### config.mk
export PLATFORM = sky130hd
export DESIGN_NAME = serial_frame_receiver_crc8_seq
export DESIGN_NICKNAME = d
export VERILOG_FILES = /design/src/rtl/core/srfr_pkg.sv /design/src/rtl/core/srfr_cfg_regs.sv /design/src/rtl/core/serial_frame_receiver_crc8_seq.sv
export SDC_FILE = /design/constraint.sdc
export NUM_CORES = 1
export LEC_CHECK = 0
export ABC_AREA = 1
export BUFFER_PORTS_ARGS = -buffer_cell sky130_fd_sc_hd__buf_2
export CAP_MARGIN = 10
export CORE_UTILIZATION = 35
export DETAILED_ROUTE_END_ITERATION = 10
export GPL_TIMING_DRIVEN = 0
export PLACE_DENSITY = 0.58
export SYNTH_ARGS = -nofsm -noshare
export SYNTH_HDL_FRONTEND = slang
export SYNTH_HIERARCHICAL = 1
export SYNTH_SLANG_ARGS = --single-unit
### constraint.sdc
create_clock -name clk -period 7.7 [get_ports clk]
set_input_delay 0.77 -clock clk [delete_from_list [all_inputs] [get_ports clk]]
set_output_delay 0.77 -clock clk [all_outputs]
set_load 0.01 [all_outputs]
### src/rtl/core/srfr_pkg.sv
// Shared types, constants and the CRC8 update for the serial frame receiver.
// No dependencies; used by srfr_cfg_regs, the top level and the testbench.
`default_nettype none

package srfr_pkg;

  localparam int FRAME_LEN_DEF = 6;

  localparam logic [15:0] BYTE_TIMEOUT_RST = 16'd100;
  localparam logic [15:0] LINK_TIMEOUT_RST = 16'd10000;

  localparam logic [7:0] CRC_POLY       = 8'h47;
  localparam logic [7:0] SEQ_RESET      = 8'd5;
  localparam logic [7:0] SEQ_WAIT_LIMIT = 8'd35;

  localparam logic [7:0] START_LO   = 8'hFA;
  localparam logic [7:0] START_HI   = 8'hFD;
  localparam logic [7:0] TYPE_LAST  = 8'hFA;
  localparam logic [7:0] TYPE_CMD   = 8'hFB;
  localparam logic [7:0] TYPE_REJ   = 8'hFC;
  localparam logic [7:0] TYPE_EXT   = 8'hFD;
  localparam logic [7:0] CMD_END    = 8'h22;
  localparam logic [7:0] EXT_END    = 8'h1F;

  localparam logic REG_BYTE_TIMEOUT = 1'b0;
  localparam logic REG_LINK_TIMEOUT = 1'b1;

  typedef enum logic [1:0] {
    FUNC_BYTE  = 2'd0,
    FUNC_TICK  = 2'd1,
    FUNC_CLEAR = 2'd2,
    FUNC_OPEN  = 2'd3
  } func_t;

  typedef enum logic {
    KIND_FRAME   = 1'b0,
    KIND_TIMEOUT = 1'b1
  } kind_t;

  typedef struct packed {
    logic [15:0] byte_timeout;
    logic [15:0] link_timeout;
  } srfr_cfg_t;

  function automatic logic [7:0] crc8_update(input logic [7:0] crc, input logic [7:0] b);
    logic [7:0] c;
    c = crc ^ b;
    for (int k = 0; k < 8; k++) begin
      if (c[7]) begin
        c = c ^ CRC_POLY;
      end
      c = {c[6:0], 1'b0};
    end
    return c;
  endfunction

endpackage

`default_nettype wire

### src/rtl/core/srfr_cfg_regs.sv
// APB-style register file for the two timeout registers.
// Depends on srfr_pkg for the register struct and reset values.
`default_nettype none

module srfr_cfg_regs import srfr_pkg::*; (
  input  wire logic        clk,
  input  wire logic        rst_n,
  input  wire logic        psel,
  input  wire logic        penable,
  input  wire logic        pwrite,
  input  wire logic [2:0]  paddr,
  input  wire logic [31:0] pwdata,
  output logic [31:0]      prdata,
  output logic             pready,
  output srfr_cfg_t        cfg
);

  srfr_cfg_t cfg_r, cfg_nxt;
  logic      wr_en;

  assign pready = 1'b1;
  assign wr_en  = psel && penable && pwrite && pready;

  always_comb begin
    cfg_nxt = cfg_r;
    if (wr_en) begin
      case (paddr[2])
        REG_BYTE_TIMEOUT: cfg_nxt.byte_timeout = pwdata[15:0];
        REG_LINK_TIMEOUT: cfg_nxt.link_timeout = pwdata[15:0];
        default: cfg_nxt = cfg_r;
      endcase
    end
  end

  always_ff @(posedge clk) begin
    if (!rst_n) begin
      cfg_r.byte_timeout <= BYTE_TIMEOUT_RST;
      cfg_r.link_timeout <= LINK_TIMEOUT_RST;
    end else begin
      cfg_r <= cfg_nxt;
    end
  end

  always_comb begin
    case (paddr[2])
      REG_BYTE_TIMEOUT: prdata = {16'd0, cfg_r.byte_timeout};
      REG_LINK_TIMEOUT: prdata = {16'd0, cfg_r.link_timeout};
      default:          prdata = 32'd0;
    endcase
  end

  assign cfg = cfg_r;

endmodule

`default_nettype wire

### src/rtl/core/serial_frame_receiver_crc8_seq.sv
// Top level of the serial frame receiver: input register, frame/sequence/CRC
// logic, result register. Depends on srfr_pkg and srfr_cfg_regs.
//
// Each input item (a received byte, an idle tick, a clear or an open command)
// is captured in an input register and fully processed once the result
// register is free; any result is then registered in the result register and
// held on the output until it is taken. The block
// takes one item per cycle; in_tready falls only while the input register holds
// an item and a result waits on a stalled out_tready.
// A good frame gives one result with its first five bytes; a link timeout gives
// a result with kind 1 and all other fields zero. Byte and link timeouts count
// idle ticks and fire on equality with the configured values.
`default_nettype none

module serial_frame_receiver_crc8_seq import srfr_pkg::*; #(
  parameter int FRAME_LEN = FRAME_LEN_DEF
) (
  input  wire logic        clk,
  input  wire logic        rst_n,
  // in_tdata: [7:0] rx_byte
  input  wire logic        in_tvalid,
  output logic             in_tready,
  input  wire logic [7:0]  in_tdata,
  // in_tuser: [1:0] func
  input  wire logic [1:0]  in_tuser,
  // out_tdata: [7:0] pkt_byte0, [15:8] pkt_byte1, [23:16] pkt_byte2,
  //            [31:24] pkt_byte3, [39:32] pkt_byte4, [40] session_fault
  output logic             out_tvalid,
  input  wire logic        out_tready,
  output logic [47:0]      out_tdata,
  // out_tuser: [0] kind
  output logic [0:0]       out_tuser,
  // out_tlast: end_of_session
  output logic             out_tlast,
  input  wire logic        cfg_psel,
  input  wire logic        cfg_penable,
  input  wire logic        cfg_pwrite,
  input  wire logic [2:0]  cfg_paddr,
  input  wire logic [31:0] cfg_pwdata,
  output logic [31:0]      cfg_prdata,
  output logic             cfg_pready
);

  localparam int BUF_N = FRAME_LEN - 1;
  localparam int CNT_W = $clog2(FRAME_LEN + 1);
  localparam int IDX_W = $clog2(BUF_N);

  srfr_cfg_t cfg;

  srfr_cfg_regs u_cfg (
    .clk     (clk),
    .rst_n   (rst_n),
    .psel    (cfg_psel),
    .penable (cfg_penable),
    .pwrite  (cfg_pwrite),
    .paddr   (cfg_paddr),
    .pwdata  (cfg_pwdata),
    .prdata  (cfg_prdata),
    .pready  (cfg_pready),
    .cfg     (cfg)
  );

  // input register
  logic       s1_valid_r, s1_valid_nxt;
  func_t      s1_func_r;
  logic [7:0] s1_byte_r;
  logic       accept, fire;

  // receiver state
  logic [7:0]       buf_r [BUF_N];
  logic [7:0]       buf_nxt [BUF_N];
  logic [CNT_W-1:0] cnt_r, cnt_nxt;
  logic [7:0]       crc_r, crc_nxt;
  logic [7:0]       exp_r, exp_nxt;
  logic [7:0]       rsy_r, rsy_nxt;
  logic             bw_r, bw_nxt;
  logic             fw_r, fw_nxt;
  logic [15:0]      bt_r, bt_nxt;
  logic [15:0]      ft_r, ft_nxt;
  logic             cf_r, cf_nxt;
  logic             ls_r, ls_nxt;
  logic             lo_r, lo_nxt;

  // result register
  logic        out_valid_r, out_valid_nxt;
  kind_t       out_kind_r, out_kind_nxt;
  logic [39:0] out_bytes_r, out_bytes_nxt;
  logic        out_end_r, out_end_nxt;
  logic        out_fault_r, out_fault_nxt;

  logic        res_valid;
  logic [39:0] pkt_w;
  logic        is_end;
  logic        is_start;

  assign fire      = s1_valid_r && (!out_valid_r || out_tready);
  assign in_tready = !s1_valid_r || fire;
  assign accept    = in_tvalid && in_tready;

  always_comb begin
    s1_valid_nxt = s1_valid_r;
    if (accept) begin
      s1_valid_nxt = 1'b1;
    end else if (fire) begin
      s1_valid_nxt = 1'b0;
    end
  end

  for (genvar k = 0; k < 5; k++) begin : g_pkt
    if (k < BUF_N) begin : g_have
      assign pkt_w[8*k +: 8] = buf_r[k];
    end else begin : g_none
      assign pkt_w[8*k +: 8] = 8'd0;
    end
  end

  assign is_end = (buf_r[0] == TYPE_CMD && buf_r[1] == CMD_END) ||
                  (buf_r[0] == TYPE_EXT && buf_r[1] == EXT_END) ||
                  buf_r[0] == TYPE_LAST || buf_r[0] == TYPE_REJ;
  assign is_start = s1_byte_r >= START_LO && s1_byte_r <= START_HI;

  always_comb begin
    buf_nxt      = buf_r;
    cnt_nxt      = cnt_r;
    crc_nxt      = crc_r;
    exp_nxt      = exp_r;
    rsy_nxt      = rsy_r;
    bw_nxt       = bw_r;
    fw_nxt       = fw_r;
    bt_nxt       = bt_r;
    ft_nxt       = ft_r;
    cf_nxt       = cf_r;
    ls_nxt       = ls_r;
    lo_nxt       = lo_r;
    res_valid    = 1'b0;
    out_kind_nxt = KIND_FRAME;
    out_bytes_nxt = 40'd0;
    out_end_nxt  = 1'b0;
    out_fault_nxt = 1'b0;
    if (fire) begin
      case (s1_func_r)
        FUNC_BYTE: begin
          if (lo_r) begin
            // continuation byte
            if (bw_nxt && cnt_nxt >= CNT_W'(2)) begin
              if (cnt_nxt < CNT_W'(BUF_N)) begin
                buf_nxt[cnt_nxt[IDX_W-1:0]] = s1_byte_r;
                crc_nxt = crc8_update(crc_nxt, s1_byte_r);
              end
              if (cnt_nxt < CNT_W'(FRAME_LEN)) begin
                cnt_nxt = cnt_nxt + CNT_W'(1);
              end
              bt_nxt = 16'd0;
            end
            // sequence byte
            if (cnt_nxt == CNT_W'(1)) begin
              buf_nxt[1] = s1_byte_r;
              crc_nxt = crc8_update(crc_nxt, s1_byte_r);
              cnt_nxt = CNT_W'(2);
              bt_nxt  = 16'd0;
              if (s1_byte_r == exp_nxt) begin
                ls_nxt = 1'b0;
              end else if (s1_byte_r == rsy_nxt) begin
                ls_nxt  = 1'b0;
                exp_nxt = rsy_nxt;
              end else begin
                cnt_nxt = '0;
                ls_nxt  = 1'b1;
                fw_nxt  = 1'b1;
              end
            end
            // start byte
            if (is_start && cnt_nxt == '0) begin
              buf_nxt[0] = s1_byte_r;
              crc_nxt = crc8_update(8'd0, s1_byte_r);
              cnt_nxt = CNT_W'(1);
              bt_nxt  = 16'd0;
              bw_nxt  = 1'b1;
            end
            // frame complete
            if (cnt_nxt == CNT_W'(FRAME_LEN)) begin
              if (exp_nxt < SEQ_WAIT_LIMIT) begin
                fw_nxt = 1'b1;
              end
              cnt_nxt = '0;
              exp_nxt = exp_nxt + 8'd1;
              bw_nxt  = 1'b0;
              bt_nxt  = 16'd0;
              ft_nxt  = 16'd0;
              if (s1_byte_r != crc_nxt) begin
                cf_nxt = 1'b1;
              end else begin
                rsy_nxt = rsy_nxt + 8'd1;
                if (is_end) begin
                  fw_nxt = 1'b0;
                end
                res_valid     = 1'b1;
                out_kind_nxt  = KIND_FRAME;
                out_bytes_nxt = pkt_w;
                out_end_nxt   = is_end;
                out_fault_nxt = is_end && (cf_nxt || ls_nxt);
              end
            end
          end
        end
        FUNC_TICK: begin
          if (lo_r) begin
            if (fw_nxt) begin
              ft_nxt = ft_nxt + 16'd1;
            end
            if (bw_nxt) begin
              bt_nxt = bt_nxt + 16'd1;
            end
            if (ft_nxt == cfg.link_timeout) begin
              cnt_nxt      = '0;
              bw_nxt       = 1'b0;
              fw_nxt       = 1'b0;
              ft_nxt       = 16'd0;
              lo_nxt       = 1'b0;
              res_valid    = 1'b1;
              out_kind_nxt = KIND_TIMEOUT;
            end
            if (bt_nxt == cfg.byte_timeout) begin
              cnt_nxt = '0;
              bw_nxt  = 1'b0;
              bt_nxt  = 16'd0;
            end
          end
        end
        FUNC_CLEAR: begin
          cf_nxt  = 1'b0;
          exp_nxt = SEQ_RESET;
          rsy_nxt = SEQ_RESET;
          bw_nxt  = 1'b0;
          ls_nxt  = 1'b0;
          fw_nxt  = 1'b0;
          bt_nxt  = 16'd0;
          ft_nxt  = 16'd0;
        end
        FUNC_OPEN: begin
          cnt_nxt = '0;
          bw_nxt  = 1'b0;
          fw_nxt  = 1'b0;
          bt_nxt  = 16'd0;
          ft_nxt  = 16'd0;
          lo_nxt  = 1'b1;
        end
        default: begin
          lo_nxt = lo_r;
        end
      endcase
    end
  end

  always_comb begin
    out_valid_nxt = out_valid_r;
    if (fire) begin
      out_valid_nxt = res_valid;
    end else if (out_tready) begin
      out_valid_nxt = 1'b0;
    end
  end

  always_ff @(posedge clk) begin
    if (!rst_n) begin
      s1_valid_r  <= 1'b0;
      out_valid_r <= 1'b0;
      cnt_r       <= '0;
      crc_r       <= 8'd0;
      exp_r       <= SEQ_RESET;
      rsy_r       <= SEQ_RESET;
      bw_r        <= 1'b0;
      fw_r        <= 1'b0;
      bt_r        <= 16'd0;
      ft_r        <= 16'd0;
      cf_r        <= 1'b0;
      ls_r        <= 1'b0;
      lo_r        <= 1'b0;
    end else begin
      s1_valid_r  <= s1_valid_nxt;
      out_valid_r <= out_valid_nxt;
      cnt_r       <= cnt_nxt;
      crc_r       <= crc_nxt;
      exp_r       <= exp_nxt;
      rsy_r       <= rsy_nxt;
      bw_r        <= bw_nxt;
      fw_r        <= fw_nxt;
      bt_r        <= bt_nxt;
      ft_r        <= ft_nxt;
      cf_r        <= cf_nxt;
      ls_r        <= ls_nxt;
      lo_r        <= lo_nxt;
    end
  end

  // payload registers
  always_ff @(posedge clk) begin
    if (accept) begin
      s1_func_r <= func_t'(in_tuser);
      s1_byte_r <= in_tdata;
    end
    if (fire) begin
      out_kind_r  <= out_kind_nxt;
      out_bytes_r <= out_bytes_nxt;
      out_end_r   <= out_end_nxt;
      out_fault_r <= out_fault_nxt;
    end
    buf_r <= buf_nxt;
  end

  assign out_tvalid = out_valid_r;
  assign out_tdata  = {7'd0, out_fault_r, out_bytes_r};
  assign out_tuser  = out_kind_r;
  assign out_tlast  = out_end_r;

endmodule

`default_nettype wire

# Yosys cells after proc, flatten, opt, wreduce, memory -nomap -nowiden
# Index checks and enable logic that the tools add are counted.
dict set report word_totals {
  output_inout_bits 85
  ff_bits 191
  word_cells 372
  in_bits 52
}
dict set report op_classes {
  n_eq_ne 25
  mux 230
  n_reduce_logical 47
  magnitude_cmp 8
  bitwise 31
  add_sub_neg 5
}
# cell n
set ops {}
lappend ops {{2-to-1 mux 7 bit} 115}
lappend ops {{2-to-1 mux 16 bit} 19}
lappend ops {{2-to-1 mux 8 bit} 24}
lappend ops {{inverter 4 bit} 24}
lappend ops {{case mux 16 bit (3 select lines)} 2}
lappend ops {{2-to-1 mux 40 bit} 2}
lappend ops {{case mux 32 bit (2 select lines)} 1}
lappend ops {{2-to-1 mux 3 bit} 18}
lappend ops {{bitwise mux 40 bit} 1}
lappend ops {{2-to-1 mux 1 bit} 36}
lappend ops {{AND reduction 5 bit} 7}
lappend ops {{adder 16 x 1 -> 16 bit, second input constant} 2}
lappend ops {{== test 16 bit} 2}
lappend ops {{== test 8 bit, second input constant} 4}
lappend ops {{case mux 8 bit (2 select lines)} 2}
lappend ops {{demux 8 bit (select 3 bit)} 1}
lappend ops {{adder 8 x 1 -> 8 bit, second input constant} 2}
lappend ops {{== test 8 bit} 2}
lappend ops {{nonzero test 2 bit} 8}
lappend ops {{bitwise XOR 8 bit} 2}
lappend ops {{!= test 2 bit, second input constant} 6}
lappend ops {{AND reduction 4 bit} 3}
lappend ops {{logical AND 1 bit} 11}
lappend ops {{case mux 3 bit (3 select lines)} 1}
lappend ops {{31 further kinds} 51}

# Depth between registers and ports, before layout
dict set report logic_depth {
  depth_word 113
  mapped_depth 39
  mapped_depth_nobuf 36
}

# Hierarchy
# The synthesis kept the hierarchy.
# module cells_per_inst n_inst area_per_inst_um2 seq_area_each_um2
set modules_own_cells {}
lappend modules_own_cells {serial_frame_receiver_crc8_seq 1171 1 9267.6 4113.9}
lappend modules_own_cells {srfr_cfg_regs 257 1 1645.3 640.6}

# Worst setup path before layout
# OpenSTA, ideal clock, no wires.
dict set report synth_timing {
  kind {flip-flop to flip-flop}
  startpoint {register cnt_r[0]}
  endpoint {register out_bytes_r[0], data pin}
  period_less_slack_ns 3.566
  arrival_ns 3.310
  setup_time_ns 0.256
  required_time_ns 7.444
  path_buffers 2
  path_slack_ns 4.134
  stages_incl_launch_ff 31
  cell_sequence {dfxtp_1 -> clkbuf_1 -> inv_1 -> ha_1 -> o21ai_4 -> inv_2 -> nand2_4 -> inv_2 -> o21ai_2 -> nand2_2 -> nand2_2 -> nand2_1 -> nand2_1 -> inv_1 -> nand3_4 -> nand2_4 -> nand2_1 -> nand3_2 -> nand3_1 -> nand3_2 -> nand2_2 -> nand2_1 -> nand3_2 -> nand2_2 -> nand2_1 -> nand2_1 -> nor2_1 -> nor2_4 -> nand4_1 -> buf_2 -> nor2_1}
}
dict set report synth_via {
  elab_chain_len 54
  word_cells_on_any_way 80
  classes_between {add/sub: 1; order compare: 3; eq/ne: 3; mux: 59; bitwise: 10; reduce/logical: 4}
}
# item line_no
set synth_rtl {}
lappend synth_rtl {{from (decl)} serial_frame_receiver_crc8_seq.sv:72} ;# logic [CNT_W-1:0] cnt_r, cnt_nxt;
lappend synth_rtl {{from (signal assigned)} serial_frame_receiver_crc8_seq.sv:282} ;# cnt_r <= cnt_nxt;
lappend synth_rtl {{< comparator 3 bit / >= comparator 3 x 2 -> 1 bit (equally long branches)} {serial_frame_receiver_crc8_seq.sv:146, serial_frame_receiver_crc8_seq.sv:145}}
lappend synth_rtl {{2-to-1 mux 8 bit / logical AND 1 bit (equally long branches)} {serial_frame_receiver_crc8_seq.sv:146, serial_frame_receiver_crc8_seq.sv:145}}
lappend synth_rtl {{2-to-1 mux 8 bit} serial_frame_receiver_crc8_seq.sv:145} ;# if (bw_nxt && cnt_nxt >= CNT_W'(2)) begin
lappend synth_rtl {{2-to-1 mux 8 bit} serial_frame_receiver_crc8_seq.sv:143} ;# if (lo_r) begin
lappend synth_rtl {{2-to-1 mux 8 bit} serial_frame_receiver_crc8_seq.sv:141} ;# case (s1_func_r)
lappend synth_rtl {{2-to-1 mux 8 bit} serial_frame_receiver_crc8_seq.sv:140} ;# if (fire) begin
lappend synth_rtl {{bitwise XOR 8 bit} srfr_pkg.sv:47} ;# c = crc ^ b;
lappend synth_rtl {{inverter 4 bit (no source line)} -}
lappend synth_rtl {{[38 not listed]} -}
lappend synth_rtl {{2-to-1 mux 7 bit} srfr_pkg.sv:49} ;# if (c[7]) begin
lappend synth_rtl {{2-to-1 mux 8 bit} serial_frame_receiver_crc8_seq.sv:156} ;# if (cnt_nxt == CNT_W'(1)) begin
lappend synth_rtl {{2-to-1 mux 8 bit} serial_frame_receiver_crc8_seq.sv:173} ;# if (is_start && cnt_nxt == '0) begin
lappend synth_rtl {{2-to-1 mux 8 bit} serial_frame_receiver_crc8_seq.sv:143}
lappend synth_rtl {{2-to-1 mux 8 bit} serial_frame_receiver_crc8_seq.sv:141}
lappend synth_rtl {{2-to-1 mux 8 bit} serial_frame_receiver_crc8_seq.sv:140}
lappend synth_rtl {{!= test 8 bit} serial_frame_receiver_crc8_seq.sv:190} ;# if (s1_byte_r != crc_nxt) begin
lappend synth_rtl {{OR reduction 4 bit (no source line) (*)} -}
lappend synth_rtl {{to (signal assigned)} serial_frame_receiver_crc8_seq.sv:304} ;# out_bytes_r <= out_bytes_nxt;
lappend synth_rtl {{to (decl)} serial_frame_receiver_crc8_seq.sv:87} ;# logic [39:0] out_bytes_r, out_bytes_nxt;
# Mark *: on every way between the ends. The rest lies on a longest branch, timed or not. The select of a mux whose other input is x is not followed.
# A chain may end at the register's enable or synchronous reset.

# Final worst setup path
dict set report layout_timing {
  startpoint {register cnt_r[0]}
  endpoint {register out_bytes_r[19], data pin}
}
# The elaborated chain is that of the path after synthesis.

==> qor.txt <==
=================================================================================
Number of flops mapped to enable cells by yosys                                93
Fin Setup TNS                                                                0 ns
Clock tree from TritonCTS                                                     yes
Worst-path clk slew                                                       0.08 ns
First-pass DRT Iterations                                                       6
Standard cell with the maximum stage delay on the critical path      sky130_fd_sc_hd__nand4_1
Fraction of final layout cells sized beyond drive strength 1                0.166
Count of fill cells added during filler insertion                           3,175
Synth-to-Final Area Change                                                  15.1%
Max-slew headroom at the worst pin                                          0.296
Buffer levels on the longest clock path                                         2
Overall Global Routing Usage                                                0.184
Floorplan core area                                                    0.0307 mm²
DIE WIDTH                                                                  179 µm
Maximum cell stage delay along the critical path                          0.52 ns
R2R cell count                                                                 31
Crit share post-route                                                       0.648
Maximum vdd drop                                                         0.136 mV
Number of nets in the layout                                                1,624
Clock network fraction of design power                                      0.377
Most area-hungry cell type in the Yosys netlist                      sky130_fd_sc_hd__edfxtp_1
DRC violation count after routing                                               0
Result of the run                                                    complete, no violations
Number of storage elements in the synthesis netlist                           191
Cts bufs inserted                                                              17
H-Tree Level Count                                                              4
Post-place instance area                                               0.0120 mm²
Class of the most critical setup path                                     reg2reg
Via count of the first global-routing pass                                  8,742
Leakage power                                                             5.57 nW
Average size of a mapped cell                                            7.64 µm²
Number of vias in the routed layout                                         9,420
Cell Pwr Density                                                       183 mW/mm²
Wire length of the first global-routing pass                            45,000 µm
Cells resized by post-CTS repair                                                0
Largest net degree at the start of global routing                              35
Total setup violations reported at the end of the flow                          0
Fmax                                                                      200 MHz
Final count of hold timing violations                                           0
Required time reported for the critical path endpoint                     8.00 ns
Floorplan die height                                                       179 µm
Register area share after synthesis                                         0.436
Switching pwr                                                            0.675 mW
Antenna violations before repair                                                0
Part of the power in registers                                              0.478
Switching part of the total                                                 0.293
Mapped Area                                                            0.0109 mm²
Utilization of the core after routing                                       0.410
Leading post-synthesis cells by cell area                            sky130_fd_sc_hd__edfxtp_1, sky130_fd_sc_hd__dfxtp_1, sky130_fd_sc_hd__nand2_1
Filler-free cell count of the finished design                               1,974
Portion of total power attributed to combinational logic                    0.145
Worst hold stages                                                               2
Hold Worst Slack                                                         0.468 ns
Area used by multi-input combinational logic                          0.00512 mm²
Maximum capacitance violations                                                  0
Distinct cells, synth                                                          51
Drt initial violations                                                        693
Final Slew Violations                                                           0
Design internal power                                                     1.63 mW
Post-synth top area share                                                   0.256
Synth async-reset ratio                                                         0
Crit path arrival time                                                    5.30 ns
Total inserted antenna cells                                                    0
Overall die area                                                       0.0319 mm²
Tightest Hold Check Type                                                  reg2reg
WL final                                                                28,500 µm
Initial Util                                                                0.356
Wire length per cell                                                      14.4 µm
Post-route standard cell area excluding fillers                        0.0126 mm²
Post-Syn Instances                                                          1,428
Clk sinks                                                                     191
Leftover overflow at the end of global routing                                  0
IO Port Bufs                                                                   94
Final setup skew                                                        0.0187 ns
Top cells by count, synth                                            sky130_fd_sc_hd__nand2_1, sky130_fd_sc_hd__nor2_1, sky130_fd_sc_hd__inv_1
Count of synthesis-stage warnings from yosys                                    6
Maximum fanout count along the critical path                                   10
Library cell used as clock root buffer                               sky130_fd_sc_hd__clkbuf_16
Number of hold buffers added after CTS                                          0
Setup repair after global routing missed its margin                            no
Placed wire-length estimate                                             21,700 µm
Commonest register cell after synthesis                              sky130_fd_sc_hd__dfxtp_1
Number of top-level pins                                                      137
Slew at the pin with the worst max-slew slack                             1.05 ns
FF/Latch Area                                                         0.00475 mm²
Cell repeated most along the worst path                              sky130_fd_sc_hd__nand2_1
Most common cell in the synthesized netlist                          sky130_fd_sc_hd__nand2_1
Nature of the critical path endpoint                                    flip-flop
# placed instances                                                          1,941
Startpoint type of the worst setup path                                 flip-flop
Source-to-sink clock delay at the later pin of the worst-skew pair        0.45 ns
Via density                                                                  4.77
Remaining antenna violation count                                               0
Time the final worst path needs with I/O delays and setup                 4.99 ns
Routability congestion estimate from global placement                       0.924
Floorplan row count                                                            64
Worst setup slack for register-to-register paths                          2.71 ns
Postcts setup bufs                                                              0
=================================================================================
## sequential cells by signal (all words and copies together) (netlist names), 2 cells and up
name and count:
buf_r 40, out_bytes_r 40, u_cfg/cfg 32, bt_r 16
ft_r 16, crc_r 8, exp_r 8, rsy_r 8
s1_byte_r 8, cnt_r 3, s1_func_r 2
## cells in the final DEF, fill, tap and decap left out, types with 4 or more instances in the layout
cell type	instances
sky130_fd_sc_hd__nand2_1	356
sky130_fd_sc_hd__nor2_1	168
sky130_fd_sc_hd__inv_1	157
sky130_fd_sc_hd__nand3_1	114
sky130_fd_sc_hd__buf_2	111
sky130_fd_sc_hd__dfxtp_1	98
sky130_fd_sc_hd__edfxtp_1	93
sky130_fd_sc_hd__a21oi_1	72
sky130_fd_sc_hd__xor2_1	60
sky130_fd_sc_hd__o21ai_0	34
sky130_fd_sc_hd__buf_4	32
sky130_fd_sc_hd__xnor2_1	28
sky130_fd_sc_hd__conb_1	24
sky130_fd_sc_hd__clkbuf_1	20
sky130_fd_sc_hd__nand2_2	20
sky130_fd_sc_hd__nor3_1	18
sky130_fd_sc_hd__inv_2	17
sky130_fd_sc_hd__nand4_1	17
sky130_fd_sc_hd__clkbuf_16	17
sky130_fd_sc_hd__nand3_2	15
sky130_fd_sc_hd__or2_2	10
sky130_fd_sc_hd__nor4_1	9
sky130_fd_sc_hd__ha_1	7
sky130_fd_sc_hd__nand3b_1	6
sky130_fd_sc_hd__mux2i_1	5
sky130_fd_sc_hd__buf_6	4
sky130_fd_sc_hd__o31ai_1	4
sky130_fd_sc_hd__o211ai_1	4
sky130_fd_sc_hd__nor2_4	4
sky130_fd_sc_hd__inv_6	4
## logic make-up (layout without fill, tap and decap cells)
logic type / after synthesis / after routing / synth area share
muxes: 5 / 5 / 0.00459
other: 3 / 24 / 0.00103
xor gates and xnor gates: 90 / 90 / 0.0736
AOI/OAI and AO/OA: 133 / 133 / 0.0682
DFF: 191 / 191 / 0.436
adders and majority gates: 7 / 7 / 0.00803
and+or+nand+nor: 749 / 749 / 0.307
buffers and inverters: 250 / 379 / 0.102
## metal layers
layer  vias up  share of wire  global-route usage
li1       4805              -                   -
met4         0          0.028              0.0752
met5         -              0                   0
met3        44          0.049              0.0298
met2       288           0.47               0.307
met1      4283           0.45               0.235
## worst max-delay path, delay by kind of cell, from the launching register on
kind / cells / cell delay, ns
simple gates: 20 / 2.48
compound gates: 2 / 0.27
fa+ha+maj: 1 / 0.25
flops: 1 / 0.33
buf+inv: 8 / 1.52
## power groups by stage
stage,clock network [mW],registers [mW],logic [mW]
floorplan,0,1.12,0.242
global placement,0,1.12,0.325
detailed placement,0,1.12,0.332
CTS,0.891,1.10,0.333
global route,0.928,1.10,0.373
finish,0.868,1.10,0.334
## cell type report
class,count,area share
Clock buffer,17,0.0339
Multi-Input combinational cell,1008,0.408
Tap cell,396,0.0395
Buffer,72,0.0350
Clock inverter,15,0.0117
Timing Repair Buffer,97,0.0398
Inverter,178,0.0536
Sequential cell,191,0.379
## per-stage QoR
step | power, mW | worst slack [ns]
CTS | 2.32 | 2.75
detailed placement | 1.46 | 2.79
floorplan | 1.36 | 4.13
global placement | 1.45 | 2.79
finish | 2.30 | 2.71
global route | 2.41 | 2.25
## path summary, 6_finish.rpt
kind | from | to
max | cnt_r[0]$_SDFFE_PN0P_ | out_bytes_r[19]$_SDFFCE_PP0P_
min | ls_r$_SDFFE_PN0P_ | ls_r$_SDFFE_PN0P_
min reg2reg | ls_r$_SDFFE_PN0P_ | ls_r$_SDFFE_PN0P_
max reg2reg | cnt_r[0]$_SDFFE_PN0P_ | out_bytes_r[19]$_SDFFCE_PP0P_
(Power assumes the default switching activity.)
